$ cat config.mk
export PLATFORM = sky130hd
export DESIGN_NAME = point_box_contact
export DESIGN_NICKNAME = d
export VERILOG_FILES = /design/src/rtl/pbc_pkg.sv /design/src/rtl/pbc_dist.sv /design/src/rtl/pbc_axis.sv /design/src/rtl/pbc_select.sv /design/src/rtl/point_box_contact.sv
export SDC_FILE = /design/constraint.sdc
export NUM_CORES = 2
export LEC_CHECK = 0
export BUFFER_PORTS_ARGS = -buffer_cell sky130_fd_sc_hd__buf_2
export CORE_AREA = 10 10 352 354
export DETAILED_ROUTE_END_ITERATION = 8
export DIE_AREA = 0 0 362 364
export PLACE_DENSITY = 0.57
export SETUP_SLACK_MARGIN = 0.15
export SYNTH_ARGS = -nofsm -noshare
export SYNTH_HDL_FRONTEND = slang
export SYNTH_SLANG_ARGS = --single-unit
$ cat constraint.sdc
create_clock -name clk_i -period 17.2 [get_ports clk_i]
set_clock_uncertainty 0.15 [all_clocks]
set_input_delay 3.44 -clock clk_i [delete_from_list [all_inputs] [get_ports clk_i]]
set_output_delay 3.44 -clock clk_i [all_outputs]
set_load 0.01 [all_outputs]
$ cat src/rtl/pbc_pkg.sv
// ----------------------------------------------------------------------------
// pbc_pkg
// Types and constants of the point-in-box nearest-face contact pipeline.
// ----------------------------------------------------------------------------
package pbc_pkg;

  localparam int unsigned CoordW = 32;
  localparam int unsigned SizeW  = 31;
  localparam int unsigned NAxes  = 3;

  // configuration register indexes
  localparam logic [2:0] REG_BOX_MIN_X  = 3'd0;
  localparam logic [2:0] REG_BOX_MIN_Y  = 3'd1;
  localparam logic [2:0] REG_BOX_MIN_Z  = 3'd2;
  localparam logic [2:0] REG_BOX_SIZE_X = 3'd3;
  localparam logic [2:0] REG_BOX_SIZE_Y = 3'd4;
  localparam logic [2:0] REG_BOX_SIZE_Z = 3'd5;

  // axis positions in the coordinate vectors
  localparam int unsigned AXIS_X = 0;
  localparam int unsigned AXIS_Y = 1;
  localparam int unsigned AXIS_Z = 2;

  // normal component codes
  localparam logic [1:0] NORM_ZERO = 2'b00;
  localparam logic [1:0] NORM_POS  = 2'b01;
  localparam logic [1:0] NORM_NEG  = 2'b11;

  localparam logic [CoordW-1:0] COORD_MAX = {1'b0, {(CoordW-1){1'b1}}};

  typedef logic [NAxes-1:0][CoordW-1:0] vec3_t;
  typedef logic [NAxes-1:0][SizeW-1:0]  size3_t;

  typedef struct packed {
    vec3_t  min;
    size3_t size;
  } box_t;

  // after stage 1: point and signed distance to the minimum corner
  typedef struct packed {
    vec3_t                      p;
    logic [NAxes-1:0][CoordW:0] dmin;
  } s1_t;

  // after stage 2: inside flag and both face distances (valid when inside)
  typedef struct packed {
    vec3_t  p;
    logic   in_box;
    size3_t dmin;
    size3_t dplus;
  } s2_t;

  // after stage 3: nearer face on each axis and its distance
  typedef struct packed {
    vec3_t            p;
    logic             in_box;
    logic [NAxes-1:0] plus;
    size3_t           face_dist;
  } s3_t;

  typedef struct packed {
    logic                  hit;
    vec3_t                 contact;
    logic [NAxes-1:0][1:0] normal;
  } res_t;

endpackage

$ cat src/rtl/pbc_dist.sv
// ----------------------------------------------------------------------------
// pbc_dist
// Stages 1 and 2: distances to the minimum and maximum faces, inside test.
// ----------------------------------------------------------------------------
module pbc_dist import pbc_pkg::*; (
  input  logic  clk_i,
  input  logic  rst_ni,
  input  box_t  box_i,
  input  logic  in_valid_i,
  output logic  in_ready_o,
  input  vec3_t in_point_i,
  output logic  out_valid_o,
  input  logic  out_ready_i,
  output s2_t   out_data_o
);

  logic v1_q, v2_q;
  logic en1, en2;
  s1_t  s1_d, s1_q;
  s2_t  s2_d, s2_q;

  assign en2 = !v2_q || out_ready_i;
  assign en1 = !v1_q || en2;

  always_comb begin
    s1_d.p = in_point_i;
    for (int i = 0; i < NAxes; i++) begin
      s1_d.dmin[i] = {in_point_i[i][CoordW-1], in_point_i[i]}
                   - {box_i.min[i][CoordW-1], box_i.min[i]};
    end
  end

  always_comb begin
    logic [CoordW+1:0] dplus;
    logic              in_all;
    s2_d.p = s1_q.p;
    in_all = 1'b1;
    for (int i = 0; i < NAxes; i++) begin
      // distance to the far face is size minus distance to the near one
      dplus = {3'b000, box_i.size[i]} - {s1_q.dmin[i][CoordW], s1_q.dmin[i]};
      if (s1_q.dmin[i][CoordW] || dplus[CoordW+1]) begin
        in_all = 1'b0;
      end
      s2_d.dmin[i]  = s1_q.dmin[i][SizeW-1:0];
      s2_d.dplus[i] = dplus[SizeW-1:0];
    end
    s2_d.in_box = in_all;
  end

  always_ff @(posedge clk_i or negedge rst_ni) begin
    if (!rst_ni) begin
      v1_q <= 1'b0;
      v2_q <= 1'b0;
    end else begin
      if (en1) begin
        v1_q <= in_valid_i;
      end
      if (en2) begin
        v2_q <= v1_q;
      end
    end
  end

  always_ff @(posedge clk_i) begin
    if (en1) begin
      s1_q <= s1_d;
    end
    if (en2) begin
      s2_q <= s2_d;
    end
  end

  assign in_ready_o  = en1;
  assign out_valid_o = v2_q;
  assign out_data_o  = s2_q;

endmodule

$ cat src/rtl/pbc_axis.sv
// ----------------------------------------------------------------------------
// pbc_axis
// Stage 3: pick the nearer of the two faces on each axis.
// ----------------------------------------------------------------------------
module pbc_axis import pbc_pkg::*; (
  input  logic clk_i,
  input  logic rst_ni,
  input  logic in_valid_i,
  output logic in_ready_o,
  input  s2_t  in_data_i,
  output logic out_valid_o,
  input  logic out_ready_i,
  output s3_t  out_data_o
);

  logic v_q;
  logic en;
  s3_t  s3_d, s3_q;

  assign en = !v_q || out_ready_i;

  always_comb begin
    s3_d.p      = in_data_i.p;
    s3_d.in_box = in_data_i.in_box;
    // top before bottom and front before back win ties; left before right
    s3_d.plus[AXIS_Y] = in_data_i.dplus[AXIS_Y] <= in_data_i.dmin[AXIS_Y];
    s3_d.plus[AXIS_X] = in_data_i.dplus[AXIS_X] <  in_data_i.dmin[AXIS_X];
    s3_d.plus[AXIS_Z] = in_data_i.dplus[AXIS_Z] <= in_data_i.dmin[AXIS_Z];
    for (int i = 0; i < NAxes; i++) begin
      s3_d.face_dist[i] = s3_d.plus[i] ? in_data_i.dplus[i] : in_data_i.dmin[i];
    end
  end

  always_ff @(posedge clk_i or negedge rst_ni) begin
    if (!rst_ni) begin
      v_q <= 1'b0;
    end else if (en) begin
      v_q <= in_valid_i;
    end
  end

  always_ff @(posedge clk_i) begin
    if (en) begin
      s3_q <= s3_d;
    end
  end

  assign in_ready_o  = en;
  assign out_valid_o = v_q;
  assign out_data_o  = s3_q;

endmodule

$ cat src/rtl/pbc_select.sv
// ----------------------------------------------------------------------------
// pbc_select
// Stage 4: choose the nearest face, project the point, register the result.
// ----------------------------------------------------------------------------
module pbc_select import pbc_pkg::*; (
  input  logic clk_i,
  input  logic rst_ni,
  input  box_t box_i,
  input  logic in_valid_i,
  output logic in_ready_o,
  input  s3_t  in_data_i,
  output logic out_valid_o,
  input  logic out_ready_i,
  output res_t out_data_o
);

  logic v_q;
  logic en;
  res_t res_d, res_q;

  assign en = !v_q || out_ready_i;

  always_comb begin
    logic [NAxes-1:0]  sel;
    logic [CoordW:0]   max_sum;
    logic [CoordW-1:0] face_val;
    logic              x_lt_y, z_lt_y, z_lt_x;
    x_lt_y = in_data_i.face_dist[AXIS_X] < in_data_i.face_dist[AXIS_Y];
    z_lt_y = in_data_i.face_dist[AXIS_Z] < in_data_i.face_dist[AXIS_Y];
    z_lt_x = in_data_i.face_dist[AXIS_Z] < in_data_i.face_dist[AXIS_X];
    // y faces first, then x, then z; a later face needs a strictly shorter distance
    sel         = '0;
    sel[AXIS_Y] = !x_lt_y && !z_lt_y;
    sel[AXIS_X] = x_lt_y && !z_lt_x;
    sel[AXIS_Z] = !sel[AXIS_Y] && !sel[AXIS_X];
    res_d.hit = in_data_i.in_box;
    for (int i = 0; i < NAxes; i++) begin
      max_sum = {box_i.min[i][CoordW-1], box_i.min[i]} + {2'b00, box_i.size[i]};
      if (in_data_i.plus[i]) begin
        // saturate the far face when it lies past the positive range
        face_val = (!max_sum[CoordW] && max_sum[CoordW-1]) ? COORD_MAX
                                                           : max_sum[CoordW-1:0];
      end else begin
        face_val = box_i.min[i];
      end
      if (!in_data_i.in_box) begin
        res_d.contact[i] = '0;
        res_d.normal[i]  = NORM_ZERO;
      end else if (sel[i]) begin
        res_d.contact[i] = face_val;
        res_d.normal[i]  = in_data_i.plus[i] ? NORM_POS : NORM_NEG;
      end else begin
        res_d.contact[i] = in_data_i.p[i];
        res_d.normal[i]  = NORM_ZERO;
      end
    end
  end

  always_ff @(posedge clk_i or negedge rst_ni) begin
    if (!rst_ni) begin
      v_q <= 1'b0;
    end else if (en) begin
      v_q <= in_valid_i;
    end
  end

  always_ff @(posedge clk_i) begin
    if (en) begin
      res_q <= res_d;
    end
  end

  assign in_ready_o  = en;
  assign out_valid_o = v_q;
  assign out_data_o  = res_q;

endmodule

$ cat src/rtl/point_box_contact.sv
// ----------------------------------------------------------------------------
// point_box_contact
// Point against axis-aligned box test with nearest-face contact and normal.
// ----------------------------------------------------------------------------
// Each input word is a point; each output word is hit, the contact point and
// the face normal. One word is accepted per clock while the pipe is not held,
// and it passes through the four register stages (near-face distance,
// far-face distance and inside test, per-axis face pick, final face pick and
// projection). A stall on the output holds the full stages from the output
// back to the first bubble; bubbles in the pipe still let new words in while a
// result waits. Write the box registers only while no word is in flight.
module point_box_contact import pbc_pkg::*; (
  input  logic         clk_i,
  input  logic         rst_ni,
  input  logic         cfg_we_i,
  input  logic [2:0]   cfg_addr_i,
  input  logic [31:0]  cfg_wdata_i,
  input  logic         s_axis_tvalid,
  output logic         s_axis_tready,
  input  logic [95:0]  s_axis_tdata,   // point_x, point_y, point_z
  output logic         m_axis_tvalid,
  input  logic         m_axis_tready,
  output logic [103:0] m_axis_tdata    // hit, contact_x/y/z, normal_x/y/z, pad
);

  box_t  box_q;
  vec3_t point;
  logic  d_valid, d_ready, a_valid, a_ready;
  s2_t   d_data;
  s3_t   a_data;
  res_t  res;

  always_ff @(posedge clk_i or negedge rst_ni) begin
    if (!rst_ni) begin
      box_q <= '0;
    end else if (cfg_we_i) begin
      case (cfg_addr_i)
        REG_BOX_MIN_X:  box_q.min[AXIS_X]  <= cfg_wdata_i;
        REG_BOX_MIN_Y:  box_q.min[AXIS_Y]  <= cfg_wdata_i;
        REG_BOX_MIN_Z:  box_q.min[AXIS_Z]  <= cfg_wdata_i;
        REG_BOX_SIZE_X: box_q.size[AXIS_X] <= cfg_wdata_i[SizeW-1:0];
        REG_BOX_SIZE_Y: box_q.size[AXIS_Y] <= cfg_wdata_i[SizeW-1:0];
        REG_BOX_SIZE_Z: box_q.size[AXIS_Z] <= cfg_wdata_i[SizeW-1:0];
        default: ;  // drop writes beyond the register list
      endcase
    end
  end

  assign point[AXIS_X] = s_axis_tdata[31:0];
  assign point[AXIS_Y] = s_axis_tdata[63:32];
  assign point[AXIS_Z] = s_axis_tdata[95:64];

  pbc_dist u_dist (
    .clk_i       (clk_i),
    .rst_ni      (rst_ni),
    .box_i       (box_q),
    .in_valid_i  (s_axis_tvalid),
    .in_ready_o  (s_axis_tready),
    .in_point_i  (point),
    .out_valid_o (d_valid),
    .out_ready_i (d_ready),
    .out_data_o  (d_data)
  );

  pbc_axis u_axis (
    .clk_i       (clk_i),
    .rst_ni      (rst_ni),
    .in_valid_i  (d_valid),
    .in_ready_o  (d_ready),
    .in_data_i   (d_data),
    .out_valid_o (a_valid),
    .out_ready_i (a_ready),
    .out_data_o  (a_data)
  );

  pbc_select u_select (
    .clk_i       (clk_i),
    .rst_ni      (rst_ni),
    .box_i       (box_q),
    .in_valid_i  (a_valid),
    .in_ready_o  (a_ready),
    .in_data_i   (a_data),
    .out_valid_o (m_axis_tvalid),
    .out_ready_i (m_axis_tready),
    .out_data_o  (res)
  );

  assign m_axis_tdata = {1'b0,
                         res.normal[AXIS_Z], res.normal[AXIS_Y], res.normal[AXIS_X],
                         res.contact[AXIS_Z], res.contact[AXIS_Y], res.contact[AXIS_X],
                         res.hit};

endmodule

# Yosys cells after proc, flatten, opt, wreduce, memory -nomap -nowiden

Cells that the tools add are included.

Magnitude comparators: 6
Multiplexer cells: 16
$add $sub $neg: 9
Equal/unequal tests: 5
Reduce and logical (&&, ||, !) cells: 36

Operator list:

| cell                                                 | count |
|---|---|
| 2-to-1 mux 32 bit                                    | 9 |
| less-than comparator 31 bit                          | 4 |
| subtractor 32 x 33 -> 34 bit                         | 3 |
| adder 32 x 32 -> 33 bit                              | 3 |
| subtractor 32 x 32 -> 33 bit                         | 3 |
| 2-to-1 mux 31 bit                                    | 3 |
| less-or-equal comparator 31 bit                      | 2 |
| AND reduction 2 bit                                  | 9 |
| zero test 1 bit                                      | 12 |
| logical OR 1 bit                                     | 7 |
| equality test 3 x 2 -> 1 bit (second input constant) | 2 |
| equality test 3 bit (second input constant)          | 2 |
| logical AND 1 bit                                    | 6 |
| 2-to-1 mux 2 bit                                     | 3 |
| equality test 3 x 1 -> 1 bit (second input constant) | 1 |
| zero test 3 bit                                      | 1 |
| OR reduction 2 bit                                   | 1 |
| 2-to-1 mux 1 bit                                     | 1 |

Output and inout bits: 106
Bits in registers: 967
Input bits: 136

# Depth between registers and ports, before layout

Depth after elaboration: 6
Depth in mapped cells: 14

# Cells and area by module

From an unflattened synthesis, not the netlist that was laid out.

Cell total of the unflattened synthesis: 4500
Area, all modules: 53495.1 µm²

By module, submodules not included:

| module            | sequential area each (µm²) | cells an instance | area each (µm²) | instances |
|---|---|---|---|---|
| pbc_dist          | 14403.8                    | 1947              | 24313.3         | 1 |
| pbc_select        | 3118.0                     | 1523              | 12543.3         | 1 |
| pbc_axis          | 5820.6                     | 624               | 9517.9          | 1 |
| point_box_contact | 4729.5                     | 406               | 7120.6          | 1 |

# Worst setup path before layout

OpenSTA, ideal clock, no wires.

Path kind: input to register
Start point: in m_axis_tready
End point: reg u_dist.s2_q, in the netlist u_dist.out_data_o[0], enable pin
Cell stages on the path: 2
Path slack: 4.256 ns
Data arrival time: 9.943 ns
Setup time: 2.852 ns
Required time: 14.198 ns
Cells stage by stage: nor2b_1 -> nand3_1

Longest elaborated chain between the ends: 3

RTL lines:

| element                | RTL line                | source |
|---|---|---|
| start: declaration     | point_box_contact.sv:22 | `input logic m_axis_tready,` |
| logical OR 1 bit       | pbc_select.sv:21        | `assign en = !v_q \|\| out_ready_i;` |
| logical OR 1 bit       | pbc_axis.sv:20          | `assign en = !v_q \|\| out_ready_i;` |
| logical OR 1 bit       | pbc_dist.sv:22          | `assign en2 = !v2_q \|\| out_ready_i;` |
| named net u_dist.en2   | pbc_dist.sv:18          | `logic en1, en2;` |
| end signal: assignment | pbc_dist.sv:69          | `s2_q <= s2_d;` |
| end: declaration       | pbc_dist.sv:20          | `s2_t s2_d, s2_q;` |

The timed path passes the listed nets, and every way through them passes these cells.
A chain may end at the register's enable or synchronous reset.

# Worst setup path in the final report

Start point: in m_axis_tready
End point: out s_axis_tready

Longest elaborated chain between the ends: 4

RTL lines:

| element          | RTL line                | source |
|---|---|---|
| logical OR 1 bit | pbc_select.sv:21        |  |
| logical OR 1 bit | pbc_axis.sv:20          |  |
| logical OR 1 bit | pbc_dist.sv:22          |  |
| logical OR 1 bit | pbc_dist.sv:23          | `assign en1 = !v1_q \|\| en2;` |
| end: declaration | point_box_contact.sv:19 | `output logic s_axis_tready,` |

Every way passes these cells.

==> metrics.txt <==
# TYPE chip_impl_metric gauge
chip_impl_metric{name="synth_seq_cells",unit=""} 967
chip_impl_metric{name="cap_viol_max_count",unit=""} 0
chip_impl_metric{name="report.final.slew_viol_count",unit=""} 0
chip_impl_metric{name="final_cell_area",unit="mm^2"} 0.0589
chip_impl_metric{name="postSynthAreaPerCell",unit="um^2"} 11.7
chip_impl_metric{name="synth_fp_nets",unit=""} 5053
chip_impl_metric{name="final_antenna_net_count",unit=""} 0
chip_impl_metric{name="final-setup-viol-count",unit=""} 0
chip_impl_metric{name="slew-limit-headroom",unit="%"} 19.7
chip_impl_metric{name="start_util",unit="%"} 44.6
chip_impl_metric{name="clock_latency_on_the_worst_skew_pair",unit="ns"} 0.72
chip_impl_metric{name="overflow",unit=""} 0
chip_impl_info{name="clock_root_buffer",value="clkbuf_16"} 1
chip_impl_info{name="worstSetupEndpointType",value="output port"} 1
chip_impl_metric{name="post_drt_wl_per_cell",unit="um"} 21.4
chip_impl_metric{name="tritoncts_num_sinks",unit=""} 967
chip_impl_metric{name="synth.top_cell.area_share",unit="%"} 44.5
chip_impl_metric{name="grt_pass1_vias",unit=""} 34176
chip_impl_metric{name="clock_tree.htree_level_count",unit=""} 3
chip_impl_metric{name="fin_setup_tns",unit="ns"} 0
chip_impl_metric{name="drc",unit=""} 0
chip_impl_metric{name="synth-edff-count",unit=""} 774
chip_impl_info{name="synth.area.top_cells",value="edfxtp_1 (45%), ha_1 (11%), dfrtp_1 (9.3%)"} 1
chip_impl_metric{name="static_power_due_to_leakage",unit="nW"} 25.4
chip_impl_metric{name="globalRouteTotalUtil",unit="%"} 20.2
chip_impl_metric{name="antennaDiodeCount",unit=""} 0
chip_impl_metric{name="ir_worst_vdd",unit="mV"} 0.106
chip_impl_metric{name="dpl_cell_area",unit="mm^2"} 0.0552
chip_impl_metric{name="critical_path_arrival",unit="ns"} 4.75
chip_impl_metric{name="r2r.worst_path.cells",unit=""} 12
chip_impl_metric{name="row_count",unit=""} 126
chip_impl_metric{name="dieArea",unit="mm^2"} 0.132
chip_impl_metric{name="finalPower",unit="mW"} 11.1
chip_impl_metric{name="holdBufCountCts",unit=""} 0
chip_impl_metric{name="cells_resized_by_post_cts_repair",unit=""} 0
chip_impl_metric{name="finalHoldViolCount",unit=""} 0
chip_impl_metric{name="num_vias",unit=""} 34850
chip_impl_metric{name="tightest_slew",unit="ns"} 1.21
chip_impl_info{name="final_common_cell",value="edfxtp_1"} 1
chip_impl_metric{name="fmaxAchievable",unit="MHz"} 120
chip_impl_metric{name="yosys.cell_types.count",unit=""} 91
chip_impl_info{name="worstHoldPathType",value="register to register"} 1
chip_impl_metric{name="max-clock-path-buffers",unit=""} 3
chip_impl_metric{name="core_area",unit="mm^2"} 0.117
chip_impl_info{name="tritoncts",value="built"} 1
chip_impl_info{name="crit_start",value="m_axis_tready"} 1
chip_impl_metric{name="cts_post_setup_buffers_inserted",unit=""} 0
chip_impl_metric{name="grt_antenna_before_repair",unit=""} 3
chip_impl_metric{name="period_minus_slack",unit="ns"} 8.34
chip_impl_metric{name="dp_hpwl",unit="mm"} 103
chip_impl_metric{name="area_added_between_synthesis_and_finish",unit="%"} 12.9
chip_impl_metric{name="syn_area",unit="mm^2"} 0.0522
chip_impl_metric{name="share_of_post_route_cells_with_drive_strength_above_1",unit="%"} 14.8
chip_impl_metric{name="post-route-period-util",unit="%"} 48.5
chip_impl_metric{name="fraction_of_registers_with_async_set_or_reset_after_synthesis",unit="%"} 20.0
chip_impl_metric{name="finalNetCount",unit=""} 5338
chip_impl_metric{name="grt_first_pass_wirelength",unit="mm"} 206
chip_impl_metric{name="yosysWarnings",unit=""} 0
chip_impl_metric{name="die_w",unit="um"} 362
chip_impl_metric{name="grt_start_max_net_pins",unit=""} 133
chip_impl_metric{name="cp_max_fo",unit=""} 5
chip_impl_info{name="critPathLaunchType",value="input port"} 1
chip_impl_metric{name="cp.required",unit="ns"} 13.61
chip_impl_metric{name="fp.dieH",unit="um"} 364
chip_impl_metric{name="initialDrtViolationCount",unit=""} 2656
chip_impl_info{name="synth_top_cell_by_area",value="edfxtp_1"} 1
chip_impl_info{name="final_cell_mix",value="edfxtp_1 (774), ha_1 (464), inv_1 (449)"} 1
chip_impl_metric{name="cts_buf_count",unit=""} 109
chip_impl_info{name="critical_path.endpoint",value="s_axis_tready"} 1
chip_impl_metric{name="drt_pass1_iterations",unit=""} 5
chip_impl_metric{name="netlist_instances",unit=""} 4444
chip_impl_info{name="worst-setup-path-type",value="input port to output port"} 1
chip_impl_metric{name="drt-total-wl",unit="mm"} 136
chip_impl_info{name="yosys_most_used_dff",value="edfxtp_1"} 1
chip_impl_metric{name="regToRegSetupSlack",unit="ns"} 12.10
chip_impl_metric{name="place.port_buffers",unit=""} 240
chip_impl_metric{name="ioPinCount",unit=""} 242
chip_impl_metric{name="via_per_inst",unit=""} 5.48
chip_impl_info{name="status",value="completed"} 1
chip_impl_metric{name="powerDensity",unit="mW/mm^2"} 189
chip_impl_info{name="r2r-start",value="box_q[125]"} 1
chip_impl_metric{name="worst_setup_hold_path_clk_slew",unit="ns"} 0.06
chip_impl_info{name="rsz0062_at_grt",value="false"} 1
chip_impl_info{name="regToRegEndpoint",value="u_select.out_data_o[65]"} 1
chip_impl_metric{name="synth_sequential_area_ratio",unit="%"} 53.8
chip_impl_metric{name="finalWeightedCongestion",unit=""} 0.924
-- worst min-delay path by stage --
stage                                 startpoint                      to  slack, ns  depth (start not counted)
after CTS                 u_dist.out_data_o[235]  u_axis.out_data_o[145]       0.26                          0
after global placement    u_dist.out_data_o[202]  u_axis.out_data_o[112]       0.25                          0
after floorplan           u_dist.out_data_o[190]  u_axis.out_data_o[100]       0.25                          0
after global routing            u_dist.s1_q[185]  u_dist.out_data_o[273]       0.27                          0
final                     u_dist.out_data_o[227]  u_axis.out_data_o[137]       0.26                          0
after detailed placement  u_dist.out_data_o[242]  u_axis.out_data_o[152]       0.25                          0
-- area by class of cell --
cell class / instances / area (um^2)
Multi-Input combinational cell: 2926 / 22000
Inverter: 451 / 1700
Clock buffer: 135 / 2950
Fill cell: 10440 / 58200
Timing Repair Buffer: 274 / 1480
Clock inverter: 73 / 744
Tap cell: 1536 / 1920
Sequential cell: 967 / 28100
-- report_power, final --
group	leakage [nW]	internal [mW]	switching [mW]
Sequential	10.3	3.60	0.453
Combinational	13.4	1.94	2.72
Clock	1.80	1.41	0.989
Total	25.4	6.94	4.16
-- flip-flops by register name, summed over array words and instances, names as in the netlist --
name	flops
u_dist.out_valid_o	1
u_select.out_data_o	103
u_select.out_valid_o	1
u_axis.out_data_o	193
u_axis.out_valid_o	1
u_dist.v1_q	1
u_dist.out_data_o	283
u_dist.s1_q	195
box_q	189
-- metal layers --
metal	part of all wire, %	vias to the layer above	track usage [%]
li1	-	17008	-
met3	5.5	158	3.30
met5	0.0059	-	0
met1	46	16807	28.2
met2	46	875	32.4
met4	2.3	2	5.60
-- through the flow --
step / setup WS, ns / instances / util [%] / hold slack (ns)
global placement: 8.85 / 6154 / 47.1 / 0.251
finish: 8.86 / 6362 / 50.3 / 0.260
floorplan: 4.26 / 4444 / - / 0.250
CTS: 8.81 / 6362 / 50.3 / 0.261
global route: 8.75 / 6362 / 50.3 / 0.270
detailed placement: 8.81 / 6154 / 47.1 / 0.255
-- synthesized netlist by cell type, types with 59 or more instances --
cell type	number
a21o_1	153
a21oi_1	299
clkbuf_1	63
dfrtp_1	193
edfxtp_1	774
ha_1	464
inv_1	450
mux2_2	181
nand2_1	356
nand4_1	59
nor2_1	170
o21a_1	63
o21ai_0	279
o221ai_1	59
xnor2_1	156
xor2_1	76
-- worst max-delay path: stages --
cell     delay [ns]
buf_2          0.10
nor2b_1        0.53
nand4_1        0.30
buf_2          0.35
-- kinds of logic (layout without fill, tap and decap cells) --
group                      Yosys count  in the layout  share of synthesized area [%]
other                                1              1                        0.00718
buffers and inverters              551            933                           4.16
xor gates and xnor gates           232            232                           3.89
muxes                              190            190                           4.09
adders and majority gates          473            473                           11.5
DFF                                967            967                           53.8
and+or+nand+nor                    882            882                           7.97
AOI/OAI and AO/OA                 1148           1148                           14.6
Power figures use the tool's default switching activity.
